==> src/rtl/core/transformed_vertex_bounding_box_core_macros.svh <==
// Assertion helpers shared by the bounding box core.
`ifndef TRANSFORMED_VERTEX_BOUNDING_BOX_CORE_MACROS_SVH
`define TRANSFORMED_VERTEX_BOUNDING_BOX_CORE_MACROS_SVH

// Consequent must hold in the same cycle as the antecedent.
`define TVBB_ASSERT_NOW(label, clk, rst, ante, cons, msg) \
  label: assert property (@(posedge clk) disable iff (rst) (ante) |-> (cons)) \
    else $error(msg);

// Consequent must hold in the cycle after the antecedent.
`define TVBB_ASSERT_NEXT(label, clk, rst, ante, cons, msg) \
  label: assert property (@(posedge clk) disable iff (rst) (ante) |=> (cons)) \
    else $error(msg);

`endif

==> src/rtl/core/tvbb_pkg.sv <==
package tvbb_pkg;

  localparam int COORD_W   = 32;
  localparam int RADIUS_W  = 31;
  localparam int ROT_W     = 16;
  localparam int ROT_FRAC  = 14;
  localparam int CFG_IDX_W = 4;
  localparam int CFG_DAT_W = 32;

  localparam int PROD_W  = COORD_W + ROT_W;
  localparam int SUM_W   = PROD_W + 1;
  localparam int SHIFT_W = SUM_W - ROT_FRAC;
  localparam int ACC_W   = SHIFT_W + 1;

  localparam logic [SUM_W-1:0]   ROUND_HALF = SUM_W'(1) << (ROT_FRAC - 1);
  localparam logic [COORD_W-1:0] COORD_MAX  = {1'b0, {(COORD_W-1){1'b1}}};
  localparam logic [COORD_W-1:0] COORD_MIN  = {1'b1, {(COORD_W-1){1'b0}}};

  localparam logic [ROT_W-1:0]   ROT_COS_RESET = ROT_W'(16384);

  typedef enum logic [CFG_IDX_W-1:0] {
    REG_ROT_COS = CFG_IDX_W'(0),
    REG_ROT_SIN = CFG_IDX_W'(1),
    REG_POS_X   = CFG_IDX_W'(2),
    REG_POS_Y   = CFG_IDX_W'(3)
  } tvbb_reg_t;

  typedef struct packed {
    logic [ROT_W-1:0]   rot_cos;
    logic [ROT_W-1:0]   rot_sin;
    logic [COORD_W-1:0] pos_x;
    logic [COORD_W-1:0] pos_y;
  } tvbb_cfg_t;

  typedef struct packed {
    logic [COORD_W-1:0]  vertex_x;
    logic [COORD_W-1:0]  vertex_y;
    logic [RADIUS_W-1:0] shape_radius;
    logic                end_of_shape;
    logic                end_of_body;
  } tvbb_vertex_t;

  // Transformed vertex handed from the transform pipe to the box fold.
  typedef struct packed {
    logic [COORD_W-1:0]  x;
    logic [COORD_W-1:0]  y;
    logic [RADIUS_W-1:0] radius;
    logic                closing;
    logic                last;
  } tvbb_point_t;

  typedef struct packed {
    logic [COORD_W-1:0] lower_x;
    logic [COORD_W-1:0] lower_y;
    logic [COORD_W-1:0] upper_x;
    logic [COORD_W-1:0] upper_y;
  } tvbb_box_t;

  function automatic logic [COORD_W-1:0] sat32(input logic [ACC_W-1:0] v);
    if (v[ACC_W-1:COORD_W-1] == {(ACC_W-COORD_W+1){v[ACC_W-1]}}) begin
      return v[COORD_W-1:0];
    end else if (v[ACC_W-1]) begin
      return COORD_MIN;
    end else begin
      return COORD_MAX;
    end
  endfunction

  function automatic logic [ACC_W-1:0] sext_coord(input logic [COORD_W-1:0] v);
    return {{(ACC_W-COORD_W){v[COORD_W-1]}}, v};
  endfunction

  function automatic logic [COORD_W-1:0] smin(input logic [COORD_W-1:0] a,
                                               input logic [COORD_W-1:0] b);
    return ($signed(b) < $signed(a)) ? b : a;
  endfunction

  function automatic logic [COORD_W-1:0] smax(input logic [COORD_W-1:0] a,
                                               input logic [COORD_W-1:0] b);
    return ($signed(b) > $signed(a)) ? b : a;
  endfunction

endpackage

==> src/rtl/core/tvbb_fold.sv <==
module tvbb_fold
  import tvbb_pkg::*;
(
  input  logic        clk,
  input  logic        rst,
  input  logic        in_valid,
  output logic        in_ready,
  input  tvbb_point_t in_pt,
  output logic        out_valid,
  input  logic        out_ready,
  output tvbb_box_t   out_box
);

`include "transformed_vertex_bounding_box_core_macros.svh"

  tvbb_box_t           shape, shape_next;
  logic                shape_empty;
  tvbb_box_t           closed;
  logic [RADIUS_W-1:0] closed_radius;
  logic                closed_last;
  logic                closed_valid;
  tvbb_box_t           widened;
  tvbb_box_t           body, body_next;
  logic                body_empty;
  tvbb_box_t           box_q;
  logic                box_valid;
  logic [ACC_W-1:0]    rad_ext;
  logic                closed_go, closed_free, in_fire, closed_fire;

  assign closed_go   = !closed_last || !box_valid || out_ready;
  assign closed_free = !closed_valid || closed_go;
  assign in_ready    = !in_pt.closing || closed_free;
  assign in_fire     = in_valid && in_ready;
  assign closed_fire = closed_valid && closed_go;

  always_comb begin
    if (shape_empty) begin
      shape_next = '{lower_x: in_pt.x, lower_y: in_pt.y,
                     upper_x: in_pt.x, upper_y: in_pt.y};
    end else begin
      shape_next.lower_x = smin(shape.lower_x, in_pt.x);
      shape_next.lower_y = smin(shape.lower_y, in_pt.y);
      shape_next.upper_x = smax(shape.upper_x, in_pt.x);
      shape_next.upper_y = smax(shape.upper_y, in_pt.y);
    end
  end

  always_comb begin
    rad_ext = {{(ACC_W-RADIUS_W){1'b0}}, closed_radius};
    widened.lower_x = sat32(sext_coord(closed.lower_x) - rad_ext);
    widened.lower_y = sat32(sext_coord(closed.lower_y) - rad_ext);
    widened.upper_x = sat32(sext_coord(closed.upper_x) + rad_ext);
    widened.upper_y = sat32(sext_coord(closed.upper_y) + rad_ext);
    if (body_empty) begin
      body_next = widened;
    end else begin
      body_next.lower_x = smin(body.lower_x, widened.lower_x);
      body_next.lower_y = smin(body.lower_y, widened.lower_y);
      body_next.upper_x = smax(body.upper_x, widened.upper_x);
      body_next.upper_y = smax(body.upper_y, widened.upper_y);
    end
  end

  always_ff @(posedge clk) begin
    if (rst) begin
      shape_empty  <= 1'b1;
      body_empty   <= 1'b1;
      closed_valid <= 1'b0;
      box_valid    <= 1'b0;
    end else begin
      if (in_fire) begin
        shape_empty <= in_pt.closing;
      end
      if (closed_free) begin
        closed_valid <= in_valid && in_pt.closing;
      end
      if (closed_fire) begin
        body_empty <= closed_last;
      end
      if (closed_fire && closed_last) begin
        box_valid <= 1'b1;
      end else if (out_ready) begin
        box_valid <= 1'b0;
      end
    end
  end

  always_ff @(posedge clk) begin
    if (in_fire && !in_pt.closing) begin
      shape <= shape_next;
    end
    if (closed_free) begin
      closed        <= shape_next;
      closed_radius <= in_pt.radius;
      closed_last   <= in_pt.last;
    end
    if (closed_fire) begin
      if (closed_last) begin
        box_q <= body_next;
      end else begin
        body <= body_next;
      end
    end
  end

  assign out_valid = box_valid;
  assign out_box   = box_q;

  `TVBB_ASSERT_NOW(a_shape_order, clk, rst, !shape_empty,
    $signed(shape.lower_x) <= $signed(shape.upper_x) &&
    $signed(shape.lower_y) <= $signed(shape.upper_y), "shape box corners crossed")
  `TVBB_ASSERT_NOW(a_body_order, clk, rst, !body_empty,
    $signed(body.lower_x) <= $signed(body.upper_x) &&
    $signed(body.lower_y) <= $signed(body.upper_y), "body box corners crossed")
  `TVBB_ASSERT_NEXT(a_emit_clears, clk, rst, closed_fire && closed_last,
    body_empty && box_valid, "body end did not emit and clear")
  `TVBB_ASSERT_NEXT(a_close_clears, clk, rst, in_fire && in_pt.closing,
    shape_empty && closed_valid, "shape end did not hand off and clear")

endmodule

==> config.mk <==
export PLATFORM = sky130hd
export DESIGN_NAME = tvbb_fold
export DESIGN_NICKNAME = d
export VERILOG_FILES = /design/src/rtl/core/tvbb_pkg.sv /design/src/rtl/core/tvbb_fold.sv
export VERILOG_INCLUDE_DIRS = /design/src /design/src/rtl/core
export SDC_FILE = /design/constraint.sdc
export NUM_CORES = 1
export LEC_CHECK = 0
export ABC_AREA = 1
export BUFFER_PORTS_ARGS = -buffer_cell sky130_fd_sc_hd__buf_2
export CORE_ASPECT_RATIO = 0.8
export CORE_UTILIZATION = 50
export DETAILED_ROUTE_END_ITERATION = 16
export GPL_TIMING_DRIVEN = 0
export PLACE_DENSITY = 0.68
export SLEW_MARGIN = 25
export SYNTH_ARGS = -nofsm -noshare
export SYNTH_HDL_FRONTEND = slang
export SYNTH_SLANG_ARGS = --single-unit
==> constraint.sdc <==
create_clock -name clk -period 8.4 [get_ports clk]
set_clock_uncertainty 0.05 [all_clocks]
set_input_delay 1.26 -clock clk [delete_from_list [all_inputs] [get_ports clk]]
set_output_delay 1.26 -clock clk [all_outputs]
set_load 0.02 [all_outputs]
; ---- After elaboration in Yosys (flattened, before gate mapping)
; Index checks and enable logic that the tools add are counted.
[word_totals]
inputBits = 101
wordCells = 75
regBits = 548
out_inout_bits = 130
[classes]
order_cmp = 8
bitwise = 1
n_addsub = 4
n_eq_ne = 4
n_reduce_logical = 16
n_mux = 20
[ops]
columns = cell, count
row1 = $mux 32, 16
row2 = $mux 128, 2
row3 = $gt 32x32->1, 4
row4 = $lt 32x32->1, 4
row5 = $add 32x32->33, 2
row6 = $sub 32x32->33, 2
row7 = $eq 4x4->1, 4
row8 = $logic_and 1x1->1, 5
row9 = $logic_not 1->1, 4
row10 = $logic_or 1x1->1, 4
row11 = $reduce_and 2->1, 2
row12 = $mux 1, 2
row13 = $reduce_bool 2->1, 1
row14 = $not 1->1, 1

; ---- Depth between registers and ports, before layout
[logic_depth]
ltp_word = 7
depth_mapped = 38
ltp_nobuf = 35

; ---- Worst setup path before layout
; No wires, ideal clock.
[synth_timing]
path_kind = input to register
startpoint = in in_valid
endpoint = reg shape_empty
arrival_ns = 7.150
setup_slack_ns = 0.812
stages = 3
required_ns = 7.962
n_path_buf = 0
setup_time_ns = 0.388
path_cell_list = inv_1 nor2_1 o21ai_0
[synth_via]
elab_chain_len = 1
[synth_rtl]
columns = element, line
row1 = start: declaration, tvbb_fold.sv:6  ; input logic in_valid,
row2 = $logic_and 1x1->1, tvbb_fold.sv:33  ; assign in_fire = in_valid && in_ready;
row3 = end signal: assignment, tvbb_fold.sv:72  ; shape_empty <= in_pt.closing;
row4 = end: declaration, tvbb_fold.sv:17  ; logic shape_empty;
; No other way between the ends.
; A chain may end at the register's enable or synchronous reset.

==> impl_metrics.yaml <==
clock_tree:
  cts-root-buf: "clkbuf_16"
  htree_levels: 2
  cts_resized: 0
  postCtsSetupRepairBufs: 0
  tritoncts: "built"
  cts_hold_buf: 0
  clkTransAtPathRegs_ns: 0.08
  clock_path_buffers: 3
  clk_latency_ns: 0.64
  clock-sinks: 548
  cts_made_buffers: 55
logic_synthesis:
  synth_flop_cell: "edfxtp_1"
  ys_seq_area_frac: 0.489
  ys_types: 54
  synthCells: 3610
  synthesis.nets: 4099
  ys_ff_latch: 548
  synth_top_cells_by_area: "edfxtp_1 (49%), ha_1 (14%), nand2_1 (8.8%)"
  synth_top_area_frac: 0.486
  ys_warn_count: 0
  synth_top_area_cell: "edfxtp_1"
  synthesis.area_sq_um: 33600
  avgSynthCellArea_sq_um: 9.31
  synth_edf_count: 544
  synth-async-reset-ratio: 0
power:
  ir_drop_uv: 143
  switching_share: 0.337
  p_int_uw: 5670
  p_comb_frac: 0.302
  pwr-share-clk: 0.295
  power.density_nw_per_um2: 225
  seqPwrFrac: 0.402
  power_switching_uw: 2880
  p_leak_uw: 0.0177
die:
  die_y_um: 234
  start_util: 0.508
  num_rows: 84
  ios: 231
  die-area_sq_um: 68200
  core_area_sq_um: 66100
  dieWidth_um: 292
detailed_routing:
  vias: 26479
  drt-wirelength-per-cell_um: 18.5
  ant_nets: 0
  drt_wl_total_um: 89600
  drt_iter0_drc: 2300
  viasPerCell: 5.48
  drc: 0
  first_pass_iters: 6
layout:
  syn2layout_area_growth_pct: 13.3
  fin_area_sq_um: 38100
  stdcell_count: 4835
  multi_input_area_sq_um: 14700
  n_fill_cell: 5810
  drive_gt1_frac: 0.107
  layout_commonest_cell: "nand2_1"
  final-seq-area_sq_um: 16400
  final_cell_mix: "nand2_1 (786), inv_1 (559), edfxtp_1 (544), ha_1 (384), a21oi_1 (295)"
  nets: 4400
sta:
  rsz0062_at_grt: "false"
  slew-limit-headroom: 0.445
  tightest_slew_ns: 0.827
  fmax_ghz: 0.129
  finalSetupViolCount: 0
  period_share: 0.924
  post-route-min-period_ns: 7.76
  finalMaxSlewViolations: 0
  hold_violations: 0
  whs_ns: 0.479
setup_path:
  cp-end-kind: "flip-flop"
  worstPathMaxFanout: 10
  crit_type: "reg -> reg"
  cp-start-kind: "flip-flop"
  worst-path-stages: 30
  cpMaxStageDelayCell: "edfxtp_1"
  slowest_delay_ns: 0.73
  critical_path.startpoint: "closed_radius[1]"
  critPathArrivalTime_ns: 8.05
  critPathTopFamily: "simple AND/OR/NAND/NOR gates"
  r2r_start: "closed_radius[1]"
  path_buf_inv: 7
  ff2ff_path_depth: 30
  crit_required_ns: 8.69
  crit_path_frequent_cell: "nand2_1"
global_routing:
  grt_util_all_layers: 0.261
  grt_pass1_vias: 24272
  antenna_found_initial: 29
  grt_max_degree: 104
  grt_pass1_wl_um: 136000
  grt_remaining_overflow: 0
status:
  status: "completed"
worst_hold_path:
  hold-path-cell-count: 2
  hp-class: "reg -> reg"
  worstHoldStart: "shape_empty"
placement:
  hpwl_um: 70400
  dpl-instance-area_sq_um: 36200
  place.gp.congestion: 0.937
  port_buffers: 230
  placedCellCount: 4714
run:
  drv_cap: 0
-- sequential cells by signal, indices dropped and copies added, names as in the netlist --
| name | cells |
|---|---|
| body | 128 |
| closed_last | 1 |
| shape | 128 |
| out_valid | 1 |
| shape_empty | 1 |
| closed | 128 |
| body_empty | 1 |
| closed_radius | 31 |
| out_box | 128 |
| closed_valid | 1 |
-- area by class of cell --
cell class	instances	share of cell area
Sequential cell	548	0.431
Multi-Input combinational cell	2414	0.386
Inverter	567	0.0563
Timing Repair Buffer	244	0.0396
Clock buffer	70	0.0379
Tap cell	860	0.0283
Buffer	81	0.00986
Clock inverter	32	0.00934
Antenna cell	19	0.00125
-- cells in the mapped netlist (41+ instances only) --
master,instances
edfxtp_1,544
or2_2,41
o21ai_0,292
ha_1,384
nand3_1,71
nand4_1,91
inv_1,561
nand2_1,786
a21oi_1,295
clkbuf_1,58
xor2_1,44
nor2_1,167
-- tightest hold or removal path: stages (launching register included) --
cell and delay [ns]:
dfxtp_1 0.33, a21oi_1 0.04, o21ai_0 0.13
-- path summary, 6_finish.rpt --
| kind | slack [ns] | end |
|---|---|---|
| worst max-delay path | 0.64 | body[34] |
| worst min-delay path | 0.48 | shape_empty |
| worst max register to register | 0.64 | body[34] |
| worst min register to register | 0.48 | shape_empty |
-- power by group through the flow --
stage	Combinational [uW]	Clock, uW	Sequential, uW
after floorplan	1820	0	3490
after global placement	2500	0	3510
after detailed placement	2560	0	3490
after CTS	2580	2570	3440
after global routing	2970	2660	3450
final	2590	2530	3440
-- cell families (layout without fill, tap and decap cells) --
family / Yosys count / count (layout) / synth area share
multiplexers: 1 / 1 / 0.000298
flip-flops: 548 / 548 / 0.489
AO/OA/AOI/OAI: 753 / 753 / 0.123
XOR/XNOR: 55 / 55 / 0.0143
AND/OR/NAND/NOR: 1217 / 1217 / 0.153
adder cells (fa/ha/maj): 388 / 388 / 0.145
buffers and inverters: 648 / 994 / 0.0745
other: 0 / 19 / 0
-- per-layer routing --
layer  up-vias  track usage  part of all wire
li1      13097            -                 -
met1     12351        0.373              0.45
met5         -            0            0.0017
met4        24       0.0688             0.020
met3       125       0.0817              0.11
met2       882        0.381              0.42
-- metrics by stage --
stage | TNS [ns] | utilization | setup WS [ns] | power [uW]
final | 0 | 0.576 | 0.638 | 8550
after global routing | 0 | 0.575 | 0.0397 | 9080
after CTS | 0 | 0.575 | 0.840 | 8590
after detailed placement | 0 | 0.548 | 0.884 | 6060
after global placement | -390.20 | 0.542 | -2.23 | 6010
after floorplan | 0 | - | 0.812 | 5310
No activity file was read; power rests on OpenSTA's default activity.
